### src/rtl/lbcp_pkg.sv
package lbcp_pkg;

  localparam int COEF_W  = 32;
  localparam int NUM_W   = 64;
  localparam int COORD_W = 31;
  localparam int NLANE   = 4;
  localparam int CFG_W   = 31;
  localparam int CFGIX_W = 3;
  localparam int ORG_W   = 12;

  typedef enum logic [CFGIX_W-1:0] {
    REG_ORIGIN_X    = 3'd0,
    REG_ORIGIN_Y    = 3'd1,
    REG_PLOT_HEIGHT = 3'd2,
    REG_SCALE_X     = 3'd3,
    REG_SCALE_Y     = 3'd4,
    REG_EXTENT_X    = 3'd5,
    REG_EXTENT_Y    = 3'd6
  } cfg_reg_t;

  // x above y: a plain unsigned compare orders by x, then by y
  typedef struct packed {
    logic [COORD_W-1:0] x;
    logic [COORD_W-1:0] y;
  } point_t;

  typedef struct packed {
    logic   ok;
    point_t pt;
  } cand_t;

  typedef struct packed {
    logic [COORD_W-1:0] lo;   // numerator bits still to bring down, MSB first
    logic [COEF_W-1:0]  den;
    logic [COEF_W-1:0]  rem;
    logic [COORD_W-1:0] quo;
    logic               keep; // divisor nonzero and quotient fits
    logic               neg;  // quotient below zero
  } div_lane_t;

  function automatic div_lane_t div_step(div_lane_t d);
    logic [COEF_W:0] t;
    logic [COEF_W:0] diff;
    div_lane_t       r;
    t      = {d.rem, d.lo[COORD_W-1]};
    diff   = t - {1'b0, d.den};
    r      = d;
    r.lo   = {d.lo[COORD_W-2:0], 1'b0};
    if (t >= {1'b0, d.den}) begin
      r.rem = diff[COEF_W-1:0];
      r.quo = {d.quo[COORD_W-2:0], 1'b1};
    end else begin
      r.rem = t[COEF_W-1:0];
      r.quo = {d.quo[COORD_W-2:0], 1'b0};
    end
    return r;
  endfunction

  // true when p belongs after q; dropped candidates sort last
  function automatic logic cand_after(cand_t p, cand_t q);
    return (!p.ok && q.ok) || (p.ok && q.ok && (p.pt > q.pt));
  endfunction

endpackage

### src/rtl/lbcp_select.sv
module lbcp_select import lbcp_pkg::*; (
  input  logic                  clk,
  input  logic                  rst_n,
  input  logic                  in_valid,
  input  div_lane_t [NLANE-1:0] lane,
  input  logic [COORD_W-1:0]    extent_x,
  input  logic [COORD_W-1:0]    extent_y,
  output logic                  out_valid,
  output logic                  visible,
  output point_t                p0,
  output point_t                p1
);

  cand_t c_r [NLANE];
  cand_t c_nxt [NLANE];
  cand_t l1_r [NLANE];
  cand_t l1_nxt [NLANE];
  cand_t l2_r [NLANE];
  cand_t l2_nxt [NLANE];
  cand_t l3_r [NLANE];
  cand_t l3_nxt [NLANE];
  logic  ok [NLANE];
  logic [4:0] v_r;

  logic   vis_r, vis_nxt;
  point_t p0_r, p0_nxt, p1_r, p1_nxt;

  // a negative quotient survives only when it truncated to zero
  always_comb begin
    for (int l = 0; l < NLANE; l++) begin
      ok[l] = lane[l].keep && (!lane[l].neg || (lane[l].quo == '0)) &&
              (lane[l].quo <= (((l % 2) == 0) ? extent_x : extent_y));
    end
    c_nxt[0] = '{ok: ok[0], pt: '{x: lane[0].quo, y: '0}};
    c_nxt[1] = '{ok: ok[1], pt: '{x: '0, y: lane[1].quo}};
    c_nxt[2] = '{ok: ok[2], pt: '{x: lane[2].quo, y: extent_y}};
    c_nxt[3] = '{ok: ok[3], pt: '{x: extent_x, y: lane[3].quo}};
  end

  // four-input sorting network, one comparator layer per stage
  always_comb begin
    l1_nxt = c_r;
    if (cand_after(c_r[0], c_r[1])) begin
      l1_nxt[0] = c_r[1];
      l1_nxt[1] = c_r[0];
    end
    if (cand_after(c_r[2], c_r[3])) begin
      l1_nxt[2] = c_r[3];
      l1_nxt[3] = c_r[2];
    end
  end

  always_comb begin
    l2_nxt = l1_r;
    if (cand_after(l1_r[0], l1_r[2])) begin
      l2_nxt[0] = l1_r[2];
      l2_nxt[2] = l1_r[0];
    end
    if (cand_after(l1_r[1], l1_r[3])) begin
      l2_nxt[1] = l1_r[3];
      l2_nxt[3] = l1_r[1];
    end
  end

  always_comb begin
    l3_nxt = l2_r;
    if (cand_after(l2_r[1], l2_r[2])) begin
      l3_nxt[1] = l2_r[2];
      l3_nxt[2] = l2_r[1];
    end
  end

  // duplicates of the first point sit right behind it
  always_comb begin
    p0_nxt  = l3_r[0].pt;
    p1_nxt  = l3_r[1].pt;
    vis_nxt = 1'b0;
    if (l3_r[1].ok && (l3_r[1].pt != l3_r[0].pt)) begin
      vis_nxt = l3_r[0].ok;
    end else if (l3_r[2].ok && (l3_r[2].pt != l3_r[0].pt)) begin
      p1_nxt  = l3_r[2].pt;
      vis_nxt = l3_r[0].ok;
    end else if (l3_r[3].ok && (l3_r[3].pt != l3_r[0].pt)) begin
      p1_nxt  = l3_r[3].pt;
      vis_nxt = l3_r[0].ok;
    end
  end

  always_ff @(posedge clk) begin
    if (!rst_n) begin
      v_r <= '0;
    end else begin
      v_r <= {v_r[3:0], in_valid};
    end
  end

  always_ff @(posedge clk) begin
    c_r   <= c_nxt;
    l1_r  <= l1_nxt;
    l2_r  <= l2_nxt;
    l3_r  <= l3_nxt;
    vis_r <= vis_nxt;
    p0_r  <= p0_nxt;
    p1_r  <= p1_nxt;
  end

  assign out_valid = v_r[4];
  assign visible   = vis_r;
  assign p0        = p0_r;
  assign p1        = p1_r;

endmodule

### config.mk
export PLATFORM = sky130hd
export DESIGN_NAME = lbcp_select
export DESIGN_NICKNAME = d
export VERILOG_FILES = /design/src/rtl/lbcp_pkg.sv /design/src/rtl/lbcp_select.sv
export SDC_FILE = /design/constraint.sdc
export NUM_CORES = 2
export LEC_CHECK = 0
export ABC_AREA = 0
export BUFFER_PORTS_ARGS = -buffer_cell sky130_fd_sc_hd__buf_2
export CAP_MARGIN = 10
export CORE_UTILIZATION = 50
export DETAILED_ROUTE_END_ITERATION = 7
export PLACE_DENSITY = 0.75
export SYNTH_ARGS = -nofsm -noshare
export SYNTH_HDL_FRONTEND = slang
export SYNTH_SLANG_ARGS = --single-unit
### constraint.sdc
create_clock -name clk -period 2.69 [get_ports clk]
set_input_delay 0.1345 -clock clk [delete_from_list [all_inputs] [get_ports clk]]
set_output_delay 0.1345 -clock clk [all_outputs]
set_load 0.03 [all_outputs]
==> run metrics <==
synth-to-layout area growth=45.7%; Crit Path Class=flop to flop; Hold Path Class=input pin to flop; fmax=294 MHz; Post-synth EDFFs=0; CP endpoint kind=flop; ratio of cells with drive above 1 in the final layout=42.6%; post-layout minimum cycle time=3.40 ns; num rows=105; Worst setup SP type=flop; fin crit share=127%; crit path max fanout=5; clock slew at reported path FFs=0.06 ns; Worst EP required=3.25 ns; Setup Skew=0.0282 ns; pwr dens=719 nW/um^2; via count=33700; Post-Layout Inst Area=60500 sq um; first-pass GRT wire length=199000 um; Mapped Cells=3502; Die H=290 um; fin util=73.7%; uppermost routed layer=met5; GRT Total Usage=31.3%; CTS root buf=clkbuf_16; PnR worst setup slack=-0.714 ns; drt drc=0; synth unique cells=51; Core ar.=82100 sq um; YS warnings=0; die width=290 um; I/O pin count=703; Routed Wire Length=157000 um; clk_lat worst skew=0.69 ns; status=complete, but fails checks; worst slack, placed=-1.64 ns; Post-DP Area=49200 sq um; met2 wire length=72300 um; Synth async-reset ratio=0%; top_reg_cell synth=dfxtp_1; drt first pass iters=5; hold depth=2; mean routed wirelength per cell=26.1 um; initial antenna violation count=15; GRT overflow=0; vias in the first global route=33200; CP arrival=3.96 ns; cell area after synthesis=41500 sq um; #FFs+latches synth=1076; Hold Startpoint=extent_y[19]; commonest cells after routing, fill and taps aside=dfxtp_1 (1011), buf_4 (614), mux2_4 (530); total CTS buffers=104; syn_nets=4451; max_cap viols=0; r2r startpoint=l1_r[120]$_DFF_P_; Final #Nets=5777; Slew Limit Fails=0; Met3 Wirelength=14900 um; Initial Utilization=50.6%; largest net degree at the start of global routing=63; sequential share of the synthesized area=51.9%; Mapped Avg Cell Area=11.9 sq um; Clock Sinks=1076; remaining antenna violation count=0; die area=84200 sq um; Slew HR=34.7%; failing checks=setup timing; CTS tree=built; commonest non-fill, non-tap cell in the layout=dfxtp_1; Pleak=28.9 nW; H-tree depth=3; wl on met1=59300 um; Worst R2R Setup Slack=-0.71 ns; unrepaired setup endpoints after global routing=true; Max rail drop VDD=0.000582 V; crit path from=l1_r[120]$_DFF_P_; GP Congestion=1.00; # port buffers=322; DR iter-0 viols=3161; DPL Wire Length=95200 um; routed vias/inst=5.62; worst-margin pin slew=0.967 ns; Finish-stage setup viols=559; Worst Reg2Reg Path Length in Cells=15; Final Hold Viols=0; Max Root-Sink Buffers=3
==> path summary, 6_finish.rpt <==
path                        to
max          l2_r[247]$_DFF_P_
min            c_r[82]$_DFF_P_
max reg2reg  l2_r[247]$_DFF_P_
min reg2reg  l3_r[238]$_DFF_P_
==> repair_timing <==
item / 4_1_cts / 5_1_grt
cloned: 21 / 42
hold buffers: 197 / 0
setup endpoints to repair: 558 / 558
gates resized for setup: 286 / 649
endpoints found under the hold margin: 195 / 0
buffers inserted: 35 / 61
pin swaps: 32 / 61
==> worst max-delay path: stages (launching register included) <==
cell and delay [ns]:
dfxtp_2 0.34, inv_2 0.05, ha_4 0.25, nand4_1 0.23
nor4_2 0.35, buf_4 0.22, nand4_1 0.18, buf_6 0.20
nor4_4 0.19, o21ai_2 0.14, a31oi_4 0.26, buf_6 0.16
buf_12 0.14, buf_12 0.13, clkbuf_16 0.15, mux2_4 0.30
==> routing by layer <==
metal	vias to the layer above	track usage (%)
li1	14800	-
met1	16400	38.9
met2	1802	52.5
met3	585	6.05
met4	6	14.5
met5	-	0
==> cells by family after synthesis <==
| logic type | Yosys count | share of synthesized area [%] |
|---|---|---|
| muxes | 620 | 16.8 |
| buffers and inverters | 410 | 4.23 |
| DFF | 1076 | 51.9 |
| and+or+nand+nor | 523 | 7.18 |
| xor gates and xnor gates | 186 | 3.92 |
| AOI/OAI and AO/OA | 315 | 4.76 |
| adders and majority gates | 372 | 11.2 |
==> synth_stat cells (4+ instances only) <==
| cell type | n | share of area [%] |
|---|---|---|
| o21a_1 | 7 | 0.13 |
| o31ai_1 | 5 | 0.090 |
| clkbuf_1 | 18 | 0.16 |
| or2_2 | 7 | 0.11 |
| nand2_1 | 74 | 0.67 |
| a211oi_1 | 13 | 0.24 |
| a2111oi_0 | 4 | 0.084 |
| and2_1 | 134 | 2.0 |
| a21oi_1 | 139 | 1.7 |
| xor2_1 | 126 | 2.7 |
| and4_1 | 7 | 0.15 |
| ha_1 | 372 | 11 |
| o211ai_1 | 7 | 0.13 |
| a21o_1 | 52 | 0.94 |
| nor4_1 | 80 | 1.2 |
| nor2b_1 | 9 | 0.14 |
| nor2_1 | 26 | 0.24 |
| buf_4 | 6 | 0.11 |
| o21ai_1 | 4 | 0.048 |
| dfxtp_1 | 1076 | 52 |
| nand3_1 | 48 | 0.58 |
| nand2b_1 | 7 | 0.11 |
| nor3_1 | 17 | 0.20 |
| a221oi_1 | 7 | 0.15 |
| inv_1 | 334 | 3.0 |
| buf_2 | 31 | 0.37 |
| nand4_1 | 105 | 1.6 |
| o21ai_0 | 47 | 0.57 |
| mux2_1 | 210 | 5.7 |
| buf_6 | 21 | 0.57 |
| xnor2_1 | 60 | 1.3 |
| mux2_2 | 410 | 11 |
==> flip-flops by register name, indices dropped and copies added (netlist names) <==
signal   cells
c_r        190
p0          62
p1          62
l3_r       252
v_r          5
visible      1
l2_r       252
l1_r       252
==> through the flow <==
step	power (mW)	hold slack [ns]	TNS (ns)	cells
after floorplan	21.8	0.162	0	3502
after global placement	25.0	0.254	-347.34	5460
after detailed placement	25.2	0.254	-383.93	5460
after CTS	41.8	0.0932	-217.11	5903
after global routing	44.6	0.121	-313.12	5987
final	43.5	0.116	-275.38	5988
==> area by class of cell <==
cell class | count | area (sq um)
clock buffers | 148 | 3110
repair buffers | 1296 | 11300
well taps | 1070 | 1340
flip-flops and latches | 1076 | 21600
inverters | 334 | 1260
diodes | 2 | 5.00
clock inverters | 46 | 663
fillers | 4606 | 21600
multi-input cells | 2016 | 21200
==> power by group <==
| part | total [mW] | internal [mW] | switching [mW] |
|---|---|---|---|
| clock | 16.0 | 9.58 | 6.45 |
| combinational | 8.79 | 4.46 | 4.33 |
| sequential | 18.7 | 17.5 | 1.20 |
| total | 43.5 | 31.5 | 12.0 |
Note: power is estimated with default switching activity, not from simulation.
